<file path="src/sv/atv_pkg.sv">
`default_nettype none
package atv_pkg;

  localparam int MAX_PAYLOAD  = 2048;
  localparam int MAX_ISSUER   = 128;
  localparam int MAX_SUBJECT  = 256;
  localparam int MAX_AUDIENCE = 128;
  localparam int MAX_PROXY    = 128;
  localparam int SIG_HEX_LEN  = 64;

  localparam int BC_W   = $clog2(MAX_PAYLOAD + 2);
  localparam int VLEN_W = 9;
  localparam int KEY_W  = 40;

  localparam logic [2:0] F_NONE  = 3'd0;
  localparam logic [2:0] F_ISS   = 3'd1;
  localparam logic [2:0] F_SUB   = 3'd2;
  localparam logic [2:0] F_AUD   = 3'd3;
  localparam logic [2:0] F_PROXY = 3'd4;
  localparam logic [2:0] F_EXP   = 3'd5;
  localparam logic [2:0] F_SIG   = 3'd6;

  localparam logic [1:0] ST_OK        = 2'd0;
  localparam logic [1:0] ST_OVERSIZE  = 2'd1;
  localparam logic [1:0] ST_MALFORMED = 2'd2;

  localparam logic [7:0] CH_SEMI = 8'h3B;
  localparam logic [7:0] CH_EQ   = 8'h3D;

  typedef struct packed {
    logic [7:0]  out_byte;
    logic [2:0]  field_tag;
    logic        is_value;
    logic        done_res;
    logic [1:0]  status;
    logic [63:0] expiry;
  } res_t;

endpackage
`default_nettype wire

</file>
<file path="src/sv/assertion_token_validator.sv">
// Assertion token validator.
// Input channel: one payload byte per word (in_byte) with in_last on the
// final byte, valid/ready handshake. Output channel: one word per input
// byte, the byte echoed with its field tag and value flag; on the word for
// the last byte out_done_res is high and out_status / out_expiry carry the
// verdict (expiry is zero unless the payload is accepted).
// Path: a byte accepted at the input is held in the input register, then
// parsed into the output register once that register is empty or being
// drained, and its word is offered from there.
// Throughput: one byte per cycle while out_ready stays high; the parse step
// updates the running key/value state as each byte enters the output word.
// Reset: synchronous, active low; empties both registers and clears the
// parse state. The parse state also clears itself after each last byte.
// Stall: when out_ready is low the output word holds; the input register
// keeps one more byte, then in_ready drops until the output drains.
`default_nettype none
module assertion_token_validator (
  input  wire logic        clk,
  input  wire logic        rst_n,
  input  wire logic        in_valid,
  output logic             in_ready,
  input  wire logic [7:0]  in_byte,
  input  wire logic        in_last,
  output logic             out_valid,
  input  wire logic        out_ready,
  output logic [7:0]       out_byte,
  output logic [2:0]       out_field_tag,
  output logic             out_is_value,
  output logic             out_done_res,
  output logic [1:0]       out_status,
  output logic [63:0]      out_expiry
);
  import atv_pkg::*;

  logic       s1_v_r;
  logic [7:0] s1_byte_r;
  logic       s1_last_r;
  logic       s1_go;
  logic       out_v_r;
  res_t       res;
  res_t       out_r;

  assign s1_go    = s1_v_r && (!out_v_r || out_ready);
  assign in_ready = !s1_v_r || s1_go;

  always_ff @(posedge clk) begin
    if (!rst_n) begin
      s1_v_r <= 1'b0;
    end else if (in_ready) begin
      s1_v_r <= in_valid;
    end
  end

  always_ff @(posedge clk) begin
    if (in_ready && in_valid) begin
      s1_byte_r <= in_byte;
      s1_last_r <= in_last;
    end
  end

  atv_core u_core (
    .clk   (clk),
    .rst_n (rst_n),
    .step  (s1_go),
    .c     (s1_byte_r),
    .last  (s1_last_r),
    .res   (res)
  );

  always_ff @(posedge clk) begin
    if (!rst_n) begin
      out_v_r <= 1'b0;
    end else if (s1_go) begin
      out_v_r <= 1'b1;
    end else if (out_ready) begin
      out_v_r <= 1'b0;
    end
  end

  always_ff @(posedge clk) begin
    if (s1_go) out_r <= res;
  end

  assign out_valid     = out_v_r;
  assign out_byte      = out_r.out_byte;
  assign out_field_tag = out_r.field_tag;
  assign out_is_value  = out_r.is_value;
  assign out_done_res  = out_r.done_res;
  assign out_status    = out_r.status;
  assign out_expiry    = out_r.expiry;

endmodule
`default_nettype wire

</file>
<file path="src/sv/atv_core.sv">
`default_nettype none
module atv_core (
  input  wire logic         clk,
  input  wire logic         rst_n,
  input  wire logic         step,
  input  wire logic [7:0]   c,
  input  wire logic         last,
  output atv_pkg::res_t     res
);
  import atv_pkg::*;

  logic [BC_W-1:0]   bc_r, bc_nxt;
  logic              inval_r, inval_nxt;
  logic [KEY_W-1:0]  kc_r, kc_nxt;
  logic [2:0]        klen_r, klen_nxt;
  logic [2:0]        cur_r, cur_nxt;
  logic [VLEN_W-1:0] vlen_r, vlen_nxt;
  logic [5:0]        seen_r, seen_nxt;
  logic [63:0]       acc_r, acc_nxt;
  logic              mal_r, mal_nxt;
  logic              over_r, over_nxt;

  function automatic logic payload_ok(input logic [7:0] ch);
    return ch inside {[8'h30:8'h39], [8'h41:8'h5A], [8'h61:8'h7A],
                      8'h3A, 8'h3D, 8'h3B, 8'h5F, 8'h2D, 8'h2E, 8'h2C};
  endfunction

  function automatic logic token_ok(input logic [7:0] ch);
    return ch inside {[8'h30:8'h39], [8'h41:8'h5A], [8'h61:8'h7A],
                      8'h5F, 8'h2D, 8'h2E, 8'h3A, 8'h2F, 8'h40};
  endfunction

  function automatic logic hex_ok(input logic [7:0] ch);
    return ch inside {[8'h30:8'h39], [8'h61:8'h66]};
  endfunction

  function automatic logic is_digit(input logic [7:0] ch);
    return ch inside {[8'h30:8'h39]};
  endfunction

  logic [2:0]        fkey;
  logic [5:0]        fbit;
  logic [VLEN_W:0]   vlen_inc;
  logic              over_lim;
  logic [67:0]       acc_wide;
  logic [2:0]        tag;
  logic              isval;
  logic [1:0]        status;

  // key lookup on the packed first five key characters
  always_comb begin
    fkey = F_NONE;
    if (klen_r == 3'd3) begin
      case (kc_r)
        40'h0000697373: fkey = F_ISS;
        40'h0000737562: fkey = F_SUB;
        40'h0000617564: fkey = F_AUD;
        40'h0000657870: fkey = F_EXP;
        40'h0000736967: fkey = F_SIG;
        default:        fkey = F_NONE;
      endcase
    end else if (klen_r == 3'd5 && kc_r == 40'h70726F7879) begin
      fkey = F_PROXY;
    end
  end

  assign fbit     = 6'b1 << (fkey - 3'd1);
  assign vlen_inc = {1'b0, vlen_r} + 10'd1;

  always_comb begin
    case (cur_r)
      F_ISS:   over_lim = vlen_inc > 10'(MAX_ISSUER);
      F_SUB:   over_lim = vlen_inc > 10'(MAX_SUBJECT);
      F_AUD:   over_lim = vlen_inc > 10'(MAX_AUDIENCE);
      F_PROXY: over_lim = vlen_inc > 10'(MAX_PROXY);
      F_SIG:   over_lim = vlen_inc > 10'(SIG_HEX_LEN);
      default: over_lim = 1'b0;
    endcase
  end

  // acc*10 + digit; any carry into the top nibble is an overflow
  assign acc_wide = ({4'b0, acc_r} << 3) + ({4'b0, acc_r} << 1) + {64'b0, c[3:0]};

  always_comb begin
    bc_nxt    = bc_r;
    inval_nxt = inval_r;
    kc_nxt    = kc_r;
    klen_nxt  = klen_r;
    cur_nxt   = cur_r;
    vlen_nxt  = vlen_r;
    seen_nxt  = seen_r;
    acc_nxt   = acc_r;
    mal_nxt   = mal_r;
    over_nxt  = over_r;
    tag       = F_NONE;
    isval     = 1'b0;
    status    = ST_OK;

    if (bc_r < BC_W'(MAX_PAYLOAD + 1)) bc_nxt = bc_r + BC_W'(1);
    if (bc_nxt > BC_W'(MAX_PAYLOAD)) over_nxt = 1'b1;
    if (!payload_ok(c)) mal_nxt = 1'b1;

    if (!inval_r) begin
      if (c == CH_SEMI) begin
        mal_nxt = 1'b1;
      end else if (c == CH_EQ) begin
        if (fkey == F_NONE) begin
          mal_nxt = 1'b1;
        end else begin
          if ((seen_r & fbit) != 6'b0) mal_nxt = 1'b1;
          seen_nxt = seen_r | fbit;
        end
        tag       = fkey;
        cur_nxt   = fkey;
        inval_nxt = 1'b1;
        vlen_nxt  = '0;
        if (fkey == F_EXP) acc_nxt = '0;
      end else if (klen_r < 3'd5) begin
        kc_nxt   = {kc_r[KEY_W-9:0], c};
        klen_nxt = klen_r + 3'd1;
      end else begin
        klen_nxt = 3'd6;
      end
    end else if (c == CH_SEMI) begin
      if (vlen_r == '0) mal_nxt = 1'b1;
      if (cur_r == F_SIG && vlen_r != VLEN_W'(SIG_HEX_LEN)) mal_nxt = 1'b1;
      inval_nxt = 1'b0;
      kc_nxt    = '0;
      klen_nxt  = '0;
      cur_nxt   = F_NONE;
      vlen_nxt  = '0;
    end else begin
      tag   = cur_r;
      isval = 1'b1;
      if (over_lim) mal_nxt = 1'b1;
      vlen_nxt = vlen_inc[VLEN_W] ? '1 : vlen_inc[VLEN_W-1:0];
      if (cur_r == F_EXP) begin
        if (!is_digit(c)) mal_nxt = 1'b1;
        else if (acc_wide[67:64] != 4'b0) mal_nxt = 1'b1;
        else acc_nxt = acc_wide[63:0];
      end else if (cur_r == F_SIG) begin
        if (!hex_ok(c)) mal_nxt = 1'b1;
      end else if (cur_r != F_NONE) begin
        if (!token_ok(c)) mal_nxt = 1'b1;
      end
    end

    if (last) begin
      if (inval_nxt) begin
        if (vlen_nxt == '0) mal_nxt = 1'b1;
        if (cur_nxt == F_SIG && vlen_nxt != VLEN_W'(SIG_HEX_LEN)) mal_nxt = 1'b1;
      end else if (klen_nxt != 3'd0) begin
        mal_nxt = 1'b1;
      end
      if (seen_nxt != 6'h3F || acc_nxt == 64'd0) mal_nxt = 1'b1;
      status = over_nxt ? ST_OVERSIZE : (mal_nxt ? ST_MALFORMED : ST_OK);
    end
  end

  assign res.out_byte  = c;
  assign res.field_tag = tag;
  assign res.is_value  = isval;
  assign res.done_res  = last;
  assign res.status    = status;
  assign res.expiry    = (last && status == ST_OK) ? acc_nxt : 64'd0;

  always_ff @(posedge clk) begin
    if (!rst_n || (step && last)) begin
      bc_r    <= '0;
      inval_r <= 1'b0;
      kc_r    <= '0;
      klen_r  <= '0;
      cur_r   <= F_NONE;
      vlen_r  <= '0;
      seen_r  <= '0;
      acc_r   <= '0;
      mal_r   <= 1'b0;
      over_r  <= 1'b0;
    end else if (step) begin
      bc_r    <= bc_nxt;
      inval_r <= inval_nxt;
      kc_r    <= kc_nxt;
      klen_r  <= klen_nxt;
      cur_r   <= cur_nxt;
      vlen_r  <= vlen_nxt;
      seen_r  <= seen_nxt;
      acc_r   <= acc_nxt;
      mal_r   <= mal_nxt;
      over_r  <= over_nxt;
    end
  end

endmodule
`default_nettype wire

</file>
<file path="config.mk">
export PLATFORM = sky130hd
export DESIGN_NAME = assertion_token_validator
export DESIGN_NICKNAME = d
export VERILOG_FILES = /design/src/sv/atv_pkg.sv /design/src/sv/assertion_token_validator.sv /design/src/sv/atv_core.sv
export SDC_FILE = /design/constraint.sdc
export NUM_CORES = 1
export LEC_CHECK = 0
export ABC_CLOCK_PERIOD_IN_PS = 6200
export BUFFER_PORTS_ARGS = -buffer_cell sky130_fd_sc_hd__buf_2
export CAP_MARGIN = 20
export CORE_AREA = 2 2 268 204
export CTS_BUF_LIST = sky130_fd_sc_hd__clkbuf_8
export CTS_CLUSTER_DIAMETER = 80
export DETAILED_ROUTE_END_ITERATION = 12
export DIE_AREA = 0 0 270 206
export SYNTH_ARGS = -nofsm -noshare
export SYNTH_HDL_FRONTEND = slang
export SYNTH_SLANG_ARGS = --single-unit
</file>
<file path="constraint.sdc">
create_clock -name clk -period 6.2 [get_ports clk]
set_input_delay 1.55 -clock clk [delete_from_list [all_inputs] [get_ports clk]]
set_output_delay 1.55 -clock clk [all_outputs]
set_load 0.01 [all_outputs]
</file>
## Word-level counts from Yosys, hierarchy flattened

Index checks and enable logic that the tools add are counted.

- Word-level logic and storage cells: 180
- Input port bits: 13
- Bits in registers: 230

- Equal/unequal tests: 31
- Muxes and demuxes: 73
- Reductions and logical operators: 34
- Shift operators: 1
- Add/subtract/negate cells: 6
- Bitwise gates (word level): 2
- Order comparisons: 13

Operator list:

| operator | count |
|---|---|
| $mux 64 | 8 |
| $eq 40x23->1 const B | 5 |
| $mux 40 | 5 |
| $add 67x65->68 | 1 |
| $add 68x4->68 | 1 |
| $logic_not 64->1 | 1 |
| $eq 8x6->1 const B | 7 |
| $mux 9 | 5 |
| $mux 3 | 14 |
| $eq 40x39->1 const B | 1 |
| $mux 1 | 31 |
| $le 8x7->1 const B | 3 |
| $mux 6 | 4 |
| $eq 3x3->1 const B | 6 |
| $logic_not 9->1 | 2 |
| $ne 9x7->1 const B | 2 |
| $eq 8x7->1 const B | 2 |
| $ge 8x7->1 const B | 2 |
| $pmux 3 s5 | 1 |
| $add 12x1->12 const B | 1 |
| $gt 12x12->1 const B | 1 |
| $lt 12x12->1 const B | 1 |
| $mux 12 | 1 |
| $logic_and 1x1->1 | 11 |
| 31 further kinds | 44 |

## Depth between registers and ports, before layout

Gate-level depths: netlist (run 1).

- Depth after elaboration: 23
- Depth in mapped cells: 20
- Mapped depth without buffers: 17

## By module

Synthesis (run 1) repeated with hierarchy kept, for this count alone.

- Cells, all modules: 1,955
- Area total of the unflattened synthesis: 16,743.6 um^2

Modules (own cells, without submodules):

| module | cells an instance | area each (um^2) | times used |
|---|---|---|---|
| atv_core | 1,858 | 13,997.2 | 1 |
| assertion_token_validator | 97 | 2,746.4 | 1 |

## Worst setup path before layout (run 1)

OpenSTA, ideal clock, no wires.

- Path type: input-to-reg
- Start: input port out_ready
- End: register out_r (netlist bit out_byte[0]), enable pin
- Arrival: 4.609 ns
- Required time: 5.726 ns
- Path slack: 1.117 ns
- Stages: 6
- Cell sequence: nor2b_1 -> nand2b_1 -> clkbuf_1 -> inv_2 -> clkbuf_1 -> buf_1

- Longest elaborated chain between the ends: 2

RTL lines:

| element | RTL line | source |
|---|---|---|
| from (decl) | assertion_token_validator.sv:25 | `input wire logic out_ready,` |
| $logic_or 1x1->1 | assertion_token_validator.sv:43 | `assign s1_go = s1_v_r && (!out_v_r \|\| out_ready);` |
| $logic_and 1x1->1 | assertion_token_validator.sv:43 |  |
| via s1_go | assertion_token_validator.sv:38 | `logic s1_go;` |
| to (signal assigned) | assertion_token_validator.sv:81 | `if (s1_go) out_r <= res;` |
| to (decl) | assertion_token_validator.sv:41 | `res_t out_r;` |

The timed path passes the listed nets, and every way through them passes these cells.
A chain may end at the register's enable or synchronous reset.

==> reports/qor.yml, run 1 <==
post-route-period-util: 0.948
grt-ovfl-total: 0
period_minus_slack_ns: 5.87
grt_pass1_wl_um: 95300
synth-seq-cells: 230
synth_top_area_frac: 0.174
grt_pass1_vias: 15020
ys_warn_count: 0
setup_viol: 0
final_cell_area_mm2: 0.0184
cp.required_ns: 6.64
wl_per_cell_um: 22.4
ys_seq_area_frac: 0.336
clock_skew_ns: 0.0622
ys_top_cells_by_area: "dfxtp_1, edfxtp_1, ha_1, a21oi_1, nand2_1"
dpl-instance-area_mm2: 0.0175
rsz0062_at_grt: "no"
tightest_slew_ns: 1.10
cap_viol_max_count: 0
outcome: "finished clean"
hold_end: "u_core.over_r"
grt_max_degree: 80
nets: 2229
vdd_drop_max_uv: 120
multi_input_area_mm2: 0.0102
nFillCells: 5670
cts_root_buffer: "clkbuf_8"
critical_path_peak_fanout: 8
post_cts_resized: 0
synthesis.nets: 2178
detailed_place_hpwl_um: 48400
final_cell_count_no_fill: 2836
synth.distinct_cells: 83
fin_tns_setup_ns: 0
max_freq_mhz: 170
coreArea_mm2: 0.0534
core.rowCount: 74
critical_path_arrival_ns: 6.31
io-pin-count: 94
syn_area_mm2: 0.0163
async_flop_share: 0
post-route-util: 0.344
reg2reg_slack_ns: 0.33
drtIter0Drc: 1912
clkSinkCount: 230
cts_htree_levels: 2
regToRegStartpoint: "u_core.acc_r[33]"
dp.cells: 2757
hold_path_class: "register to register"
hold_start: "u_core.over_r"
place.gp.congestion: 1.01
grt_antenna_before_repair: 1
cts.path.max_buffers: 3
slew_headroom: 0.267
vias_per_cell: 5.77
worst_setup_path_end_kind: "register"
hold_depth: 2
cts_buffers: 42
leakage_nw: 7.15
area_growth_pct: 12.8
register_area_mm2: 0.00549
cts_tree: "yes"
synth_edf_count: 88
worstSetupPathType: "register to register"
clk_pin_slew_ns: 0.06
synth_area_leader_cell: "dfxtp_1"
routed_wirelength_um: 63600
synthFlopType: "dfxtp_1"
drive_gt1_frac: 0.100
vias: 16362
fp.dieH_um: 206
die_area_mm2: 0.0556
die_w_um: 270
gr-usage-all-layers: 0.224
start_util: 0.305
synthCells: 2028
first_pass_iters: 6
slew_viol_final: 0
cts_setup_buffers: 0
worstRegToRegCells: 15
syn_avg_cell_area_um2: 8.04
power_density_mw_per_mm2: 190
ant_nets: 0
r2r-end: "out_status[1]"
start_kind: "register"
drcViolationCount: 0
io_buffers: 93
hold_viol: 0
cts.hold.buffers_added: 0
clkLatencyLatePin_ns: 0.64
finalPower_mw: 3.49
-- worst max path at each step --
stage | depth (start not counted) | end | startpoint
2_1_floorplan | 6 | out_byte[0] | out_ready
3_5_place_dp | 16 | out_expiry[0] | u_core.acc_r[10]
4_1_cts | 15 | out_status[1] | u_core.acc_r[10]
5_1_grt | 16 | out_expiry[36] | u_core.acc_r[31]
3_3_place_gp | 16 | out_expiry[46] | u_core.acc_r[33]
6_report | 15 | out_status[1] | u_core.acc_r[33]
-- metal layers --
metal  vias up  track usage  part of all wire  routed length (um)
met5         -            0                 0                   0
met4         0       0.0671             0.028                1750
met2       762        0.309              0.39               24800
met1      7866        0.341              0.49               31200
li1       7637            -                 -                   -
met3        97       0.0467             0.092                5840
-- sequential cells by signal, indices dropped and copies added, names as in the netlist, 2 cells and up --
name,count
u_core.cur_r,3
out_status,2
u_core.vlen_r,9
out_field_tag,3
u_core.bc_r,12
s1_byte_r,8
u_core.klen_r,3
u_core.kc_r,40
out_expiry,64
u_core.acc_r,64
u_core.seen_r,6
out_byte,8
-- through the flow --
step | hold WS, ns | setup slack [ns]
after global placement | 0.451 | 0.714
after CTS | 0.488 | 0.629
after floorplan | 0.424 | 1.12
after detailed placement | 0.464 | 0.656
final | 0.485 | 0.325
after global routing | 0.526 | 0.232
-- cell usage after synthesis, drive strengths merged (13+ instances only) --
| cell type | instances |
|---|---|
| edfxtp | 88 |
| xor2 | 37 |
| nand4 | 51 |
| nor3 | 57 |
| o21ai | 89 |
| a31oi | 21 |
| a21oi | 225 |
| xnor2 | 31 |
| o21a | 21 |
| nand2b | 13 |
| or3 | 14 |
| nand2 | 260 |
| nor2 | 241 |
| clkbuf | 92 |
| and3 | 34 |
| nor2b | 21 |
| a22oi | 47 |
| a211oi | 35 |
| or4 | 16 |
| inv | 39 |
| nor4 | 29 |
| nand3 | 58 |
| buf | 27 |
| ha | 135 |
| dfxtp | 142 |
| a21o | 21 |
| mux2i | 27 |
-- logic make-up after synthesis --
family	count (synthesis)	synth area share
buf+inv	158	0.0380
simple gates	846	0.248
fa+ha+maj	137	0.106
flops	230	0.336
xor+xnor	68	0.0365
compound gates	556	0.215
mux	33	0.0207
-- final cells by class --
type / instances / area share
repair buffers: 126 / 0.0415
clock buffers: 44 / 0.0329
inverters: 39 / 0.00823
well taps: 722 / 0.0491
diodes: 1 / 0.000136
clock inverters: 34 / 0.0133
flip-flops and latches: 230 / 0.298
multi-input cells: 1640 / 0.557
-- layout by cell type, fill, tap and decap left out, types with 33 or more instances in the layout --
cell type,count
a211oi_1,33
a21oi_1,225
a22oi_1,46
and3_1,34
buf_2,93
clkbuf_8,44
dfxtp_1,142
edfxtp_1,88
ha_1,135
inv_1,49
nand2_1,259
nand3_1,57
nand4_1,51
nor2_1,239
nor3_1,55
o21ai_0,79
xor2_1,37
-- critical path, cell delays in order (launching register included) --
cell      delay [ns]
dfxtp_1         0.56
ha_1            0.32
ha_1            0.44
nand4_1         0.33
nor3_1          0.62
nand2_1         0.11
a21oi_1         0.65
o31ai_1         0.24
o211ai_1        0.32
a21oi_1         0.13
nand3_1         0.34
mux2_2          0.38
a211oi_1        0.33
nand4_1         0.18
or4_1           0.54
a21oi_1         0.17
-- where the power goes --
part,internal (mW),total [mW],switching (mW)
logic,0.103,0.321,0.218
registers,1.61,1.66,0.0459
clock network,0.795,1.51,0.713
total,2.51,3.49,0.976
Power figures use the tool's default switching activity.
==> run 2: changes to the inputs <==
--- a/config.mk
+++ b/config.mk
@@ -8,11 +8,11 @@
 export ABC_CLOCK_PERIOD_IN_PS = 6200
 export BUFFER_PORTS_ARGS = -buffer_cell sky130_fd_sc_hd__buf_2
 export CAP_MARGIN = 20
-export CORE_AREA = 2 2 268 204
+export CORE_AREA = 2 2 222 246
 export CTS_BUF_LIST = sky130_fd_sc_hd__clkbuf_8
 export CTS_CLUSTER_DIAMETER = 80
 export DETAILED_ROUTE_END_ITERATION = 12
-export DIE_AREA = 0 0 270 206
+export DIE_AREA = 0 0 224 248
 export SYNTH_ARGS = -nofsm -noshare
 export SYNTH_HDL_FRONTEND = slang
 export SYNTH_SLANG_ARGS = --single-unit
==> reports/qor.yml, run 2 (synthesis results as in run 1) <==
cts_buffers: 44
wl_per_cell_um: 21.9
cap_viol_max_count: 0
cts.path.max_buffers: 3
vias_per_cell: 5.77
period_minus_slack_ns: 5.79
vdd_drop_max_uv: 214
drcViolationCount: 0
area_growth_pct: 12.3
drive_gt1_frac: 0.102
cts.hold.buffers_added: 0
fin_tns_setup_ns: 0
start_util: 0.307
outcome: "finished clean"
final_common_cell: "nand2_1"
ant_nets: 0
slew_headroom: 0.370
hold_depth: 2
grt_pass1_vias: 15534
critical_path_arrival_ns: 6.14
worst_setup_path_end_kind: "register"
grt_pass1_wl_um: 93400
post_cts_resized: 0
nets: 2226
core.rowCount: 89
rsz0062_at_grt: "no"
final_cell_count_no_fill: 2795
die_w_um: 224
nFillCells: 5534
fp.dieH_um: 248
power_density_mw_per_mm2: 191
drtIter0Drc: 1229
routed_wirelength_um: 61300
grt-ovfl-total: 0
cts_setup_buffers: 0
register_area_mm2: 0.00549
grt_max_degree: 73
setup_viol: 0
place_ws_ns: 0.584
io-pin-count: 94
die_area_mm2: 0.0556
multi_input_area_mm2: 0.0102
cp.required_ns: 6.55
first_pass_iters: 8
place.gp.congestion: 0.995
slew_viol_final: 0
vias: 16114
cts_htree_levels: 2
clk_pin_slew_ns: 0.06
cts_tree: "yes"
hold_viol: 0
clock_skew_ns: 0.0474
clkLatencyLatePin_ns: 0.65
coreArea_mm2: 0.0531
max_freq_mhz: 173
post-route-period-util: 0.934
grt_antenna_before_repair: 3
cts_root_buffer: "clkbuf_8"
worstRegToRegCells: 16
most-common-layout-cells: "nand2_1, nor2_1, a21oi_1"
clkSinkCount: 230
io_buffers: 93
tightest_slew_ns: 0.936
hold_path_class: "register to register"
start_kind: "register"
worst_slack_ns: 0.410
leakage_nw: 7.13
dp.cells: 2712
worstSetupPathType: "register to register"
critical_path_peak_fanout: 14
gr-usage-all-layers: 0.218
detailed_place_hpwl_um: 46300
[run 2: path summary, 6_finish.rpt]
check / endpoint / from / slack (ns)
min reg2reg: u_core.over_r / u_core.over_r / 0.47
max: out_expiry[36] / u_core.acc_r[11] / 0.41
max reg2reg: out_expiry[36] / u_core.acc_r[11] / 0.41
min: u_core.over_r / u_core.over_r / 0.47
[run 2: area by class of cell]
cell class                      count  share of cell area
Multi-Input combinational cell   1640               0.560
Sequential cell                   230               0.300
Tap cell                          682              0.0466
Timing Repair Buffer              121              0.0369
Clock buffer                       48              0.0361
Clock inverter                     33              0.0126
Inverter                           39             0.00827
Antenna cell                        2            0.000273
[run 2: routing by layer]
metal	track usage	vias to the layer above	part of all wire
li1	-	7609	-
met1	0.267	7753	0.42
met2	0.371	596	0.47
met3	0.0322	154	0.059
met4	0.112	2	0.049
met5	0	-	0.00021
[run 2: power by group]
| group | leakage [nW] | internal, mW | switching (mW) |
|---|---|---|---|
| logic | 4.69 | 0.102 | 0.210 |
| clock network | 0.505 | 0.813 | 0.721 |
| registers | 1.94 | 1.61 | 0.0450 |
| total | 7.13 | 2.53 | 0.976 |
[run 2: critical path, cell delays in order, from the launching register on]
cell and delay [ns]:
dfxtp_1 0.46, ha_1 0.29, ha_1 0.43, nand2_1 0.21, or4_1 0.52, a311o_1 0.32
a21oi_1 0.57, a211o_1 0.25, o21ai_1 0.11, a221oi_1 0.32, and4_1 0.69, mux2i_1 0.21
a211oi_1 0.28, nand4_1 0.17, o41ai_2 0.34, buf_4 0.26, nor2_1 0.08
[run 2: metrics by stage]
stage	hold slack [ns]	instance area, um2	utilization	power (mW)
after floorplan	0.424	16300	-	1.87
after global placement	0.452	17400	0.328	2.00
after detailed placement	0.456	17400	0.328	2.00
after CTS	0.472	18300	0.345	3.55
after global routing	0.495	18300	0.345	3.64
final	0.472	18300	0.345	3.50
==> run 3: changes to the inputs <==
--- a/config.mk
+++ b/config.mk
@@ -5,14 +5,18 @@
 export SDC_FILE = /design/constraint.sdc
 export NUM_CORES = 1
 export LEC_CHECK = 0
-export ABC_CLOCK_PERIOD_IN_PS = 6200
+export ABC_CLOCK_PERIOD_IN_PS = 7200
 export BUFFER_PORTS_ARGS = -buffer_cell sky130_fd_sc_hd__buf_2
 export CAP_MARGIN = 20
-export CORE_AREA = 2 2 222 246
+export CELL_PAD_IN_SITES_DETAIL_PLACEMENT = 1
+export CELL_PAD_IN_SITES_GLOBAL_PLACEMENT = 2
+export CORE_AREA = 2 2 225 249
 export CTS_BUF_LIST = sky130_fd_sc_hd__clkbuf_8
 export CTS_CLUSTER_DIAMETER = 80
 export DETAILED_ROUTE_END_ITERATION = 12
-export DIE_AREA = 0 0 224 248
+export DIE_AREA = 0 0 227 251
+export PLACE_DENSITY_LB_ADDON = 0.1
 export SYNTH_ARGS = -nofsm -noshare
 export SYNTH_HDL_FRONTEND = slang
+export SYNTH_HIERARCHICAL = 1
 export SYNTH_SLANG_ARGS = --single-unit
==> constraint.sdc (replaced) <==
create_clock -name clk -period 7.2 [get_ports clk]
set_input_delay 1.8 -clock clk [delete_from_list [all_inputs] [get_ports clk]]
set_output_delay 1.8 -clock clk [all_outputs]
set_load 0.01 [all_outputs]
==> reports/qor.yml, run 3 <==
clkLatencyLatePin_ns: 0.63
fp.dieH_um: 251
synthFlopType: "dfxtp_1"
yosysMostFrequentCell: "nor2_1"
final_cell_count_no_fill: 2754
regToRegStartpoint: "s1_byte_r[3]"
ys_seq_area_frac: 0.328
io_buffers: 93
period_minus_slack_ns: 5.92
synth.distinct_cells: 101
post_cts_resized: 0
grt-ovfl-total: 0
worstRegToRegCells: 17
r2r-end: "out_expiry[43]"
cts_tree: "yes"
slew_viol_final: 0
core.rowCount: 90
routed_wirelength_um: 62900
synthesis.nets: 2106
most-common-layout-cells: "nor2_1, a21oi_1, nand2_1"
first_pass_iters: 5
hold_start: "u_core/seen_r[5]"
syn_area_mm2: 0.0167
worstSetupPathType: "register to register"
grt_pass1_vias: 16041
die_w_um: 227
io-pin-count: 94
cts.path.max_buffers: 3
gr-usage-all-layers: 0.220
hold_viol: 0
grt_pass1_wl_um: 96900
synth_top_area_frac: 0.170
worst_setup_path_end_kind: "register"
cts.hold.buffers_added: 0
vias: 15436
cts_htree_levels: 2
start_kind: "register"
detailed_place_hpwl_um: 47700
start_util: 0.307
drtIter0Drc: 765
power_density_mw_per_mm2: 172
fin_tns_setup_ns: 0
ys_top_cells_by_area: "dfxtp_1, edfxtp_1, ha_1, a21oi_1, nor2_1"
synth-seq-cells: 230
die_area_mm2: 0.0570
grt_antenna_before_repair: 1
cap_viol_max_count: 0
clock_skew_ns: 0.0273
rsz0062_at_grt: "no"
vdd_drop_max_uv: 120
cts_root_buffer: "clkbuf_8"
async_flop_share: 0
grt_max_degree: 77
ant_nets: 0
final_common_cell: "nor2_1"
post-route-period-util: 0.822
drcViolationCount: 0
max_freq_mhz: 169
synth_edf_count: 88
leakage_nw: 6.68
synth_area_leader_cell: "dfxtp_1"
coreArea_mm2: 0.0545
tightest_slew_ns: 0.978
ys_warn_count: 6
wl_per_cell_um: 22.8
hold_depth: 2
drive_gt1_frac: 0.146
reg2reg_slack_ns: 1.28
critical_path_peak_fanout: 22
hold_end: "u_core/seen_r[5]"
outcome: "finished clean"
place.gp.congestion: 0.897
cts_setup_buffers: 0
hold_ws_ns: 0.497
cts_buffers: 46
area_growth_pct: 10.9
hold_path_class: "register to register"
vias_per_cell: 5.60
clk_pin_slew_ns: 0.05
critical_path_arrival_ns: 6.26
slew_headroom: 0.348
cp.required_ns: 7.54
nets: 2132
setup_viol: 0
nFillCells: 6472
synthCells: 1955
clkSinkCount: 230
syn_avg_cell_area_um2: 8.56
synth_common_cells: "nor2_1, a21oi_1, nand2_1"
dp.cells: 2669
post-route-util: 0.341
## run 3: cell types whose count changed after synthesis, moves of 13 or more
cell | before | now
a21oi_1 | 225 | 181
nor3_1 | 56 | 40
mux2i_1 | 27 | 14
a22oi_1 | 46 | 75
buf_4 | 0 | 16
nor3_2 | 0 | 64
nand2_1 | 260 | 155
a31oi_1 | 20 | 39
and3_1 | 34 | 21
nor2_1 | 241 | 206
nand3_1 | 58 | 33
## run 3: through the flow
stage | worst slack [ns] | cell area (um2) | power (mW)
floorplan | 0.418 | 16700 | 1.71
global placement | 1.37 | 17700 | 1.84
detailed placement | 1.29 | 17700 | 1.85
CTS | 1.24 | 18600 | 3.27
global route | 0.891 | 18600 | 3.36
finish | 1.28 | 18600 | 3.19
## run 3: how the worst max path moves through the flow
stage | from | to | slack [ns]
CTS | s1_byte_r[3] | out_expiry[43] | 1.24
floorplan | out_ready | u_core/bc_r[0] | 0.42
detailed placement | s1_byte_r[3] | out_expiry[49] | 1.29
global placement | s1_byte_r[3] | out_expiry[62] | 1.37
global route | s1_byte_r[3] | out_expiry[43] | 0.89
finish | s1_byte_r[3] | out_expiry[43] | 1.28
## run 3: layer usage
layer / global-route usage / part of all wire / up-vias
met3: 0.0289 / 0.029 / 116
met5: 0 / 0 / -
met4: 0.0840 / 0.038 / 0
met2: 0.374 / 0.48 / 247
met1: 0.283 / 0.45 / 7633
li1: - / - / 7440
## run 3: final cells by class
type / count / area [um2] / area share
Tap cell: 736 / 921 / 0.0496
Timing Repair Buffer: 112 / 633 / 0.0341
Clock inverter: 37 / 269 / 0.0145
Antenna cell: 1 / 2.50 / 0.000135
Inverter: 43 / 161 / 0.00869
Sequential cell: 230 / 5490 / 0.295
Clock buffer: 47 / 647 / 0.0348
Multi-Input combinational cell: 1548 / 10500 / 0.563
## run 3: kinds of logic after synthesis
kind of cell,after synthesis,share of synthesized area
multiplexers,17,0.0104
AO/OA/AOI/OAI,604,0.239
AND/OR/NAND/NOR,730,0.239
XOR/XNOR,59,0.0309
flip-flops,230,0.328
adder cells (fa/ha/maj),138,0.104
buffers and inverters,177,0.0493
## run 3: worst max-delay path, stage by stage (launching register included)
cell	delay, ns
edfxtp_1	0.50
inv_1	0.15
fa_1	0.56
inv_1	0.07
fa_1	0.48
a211oi_1	0.38
o211ai_1	0.23
a21oi_1	0.18
buf_4	0.15
o21ai_0	0.15
xnor2_1	0.40
nand3_1	0.13
or4_1	0.44
nor3_2	0.30
nand4_1	0.20
o32ai_4	0.73
buf_4	0.48
nor3_2	0.09
## run 3: where the power goes
| group | switching (mW) | internal, mW |
|---|---|---|
| clock network | 0.649 | 0.727 |
| registers | 0.0465 | 1.39 |
| logic | 0.259 | 0.121 |
| total | 0.954 | 2.24 |
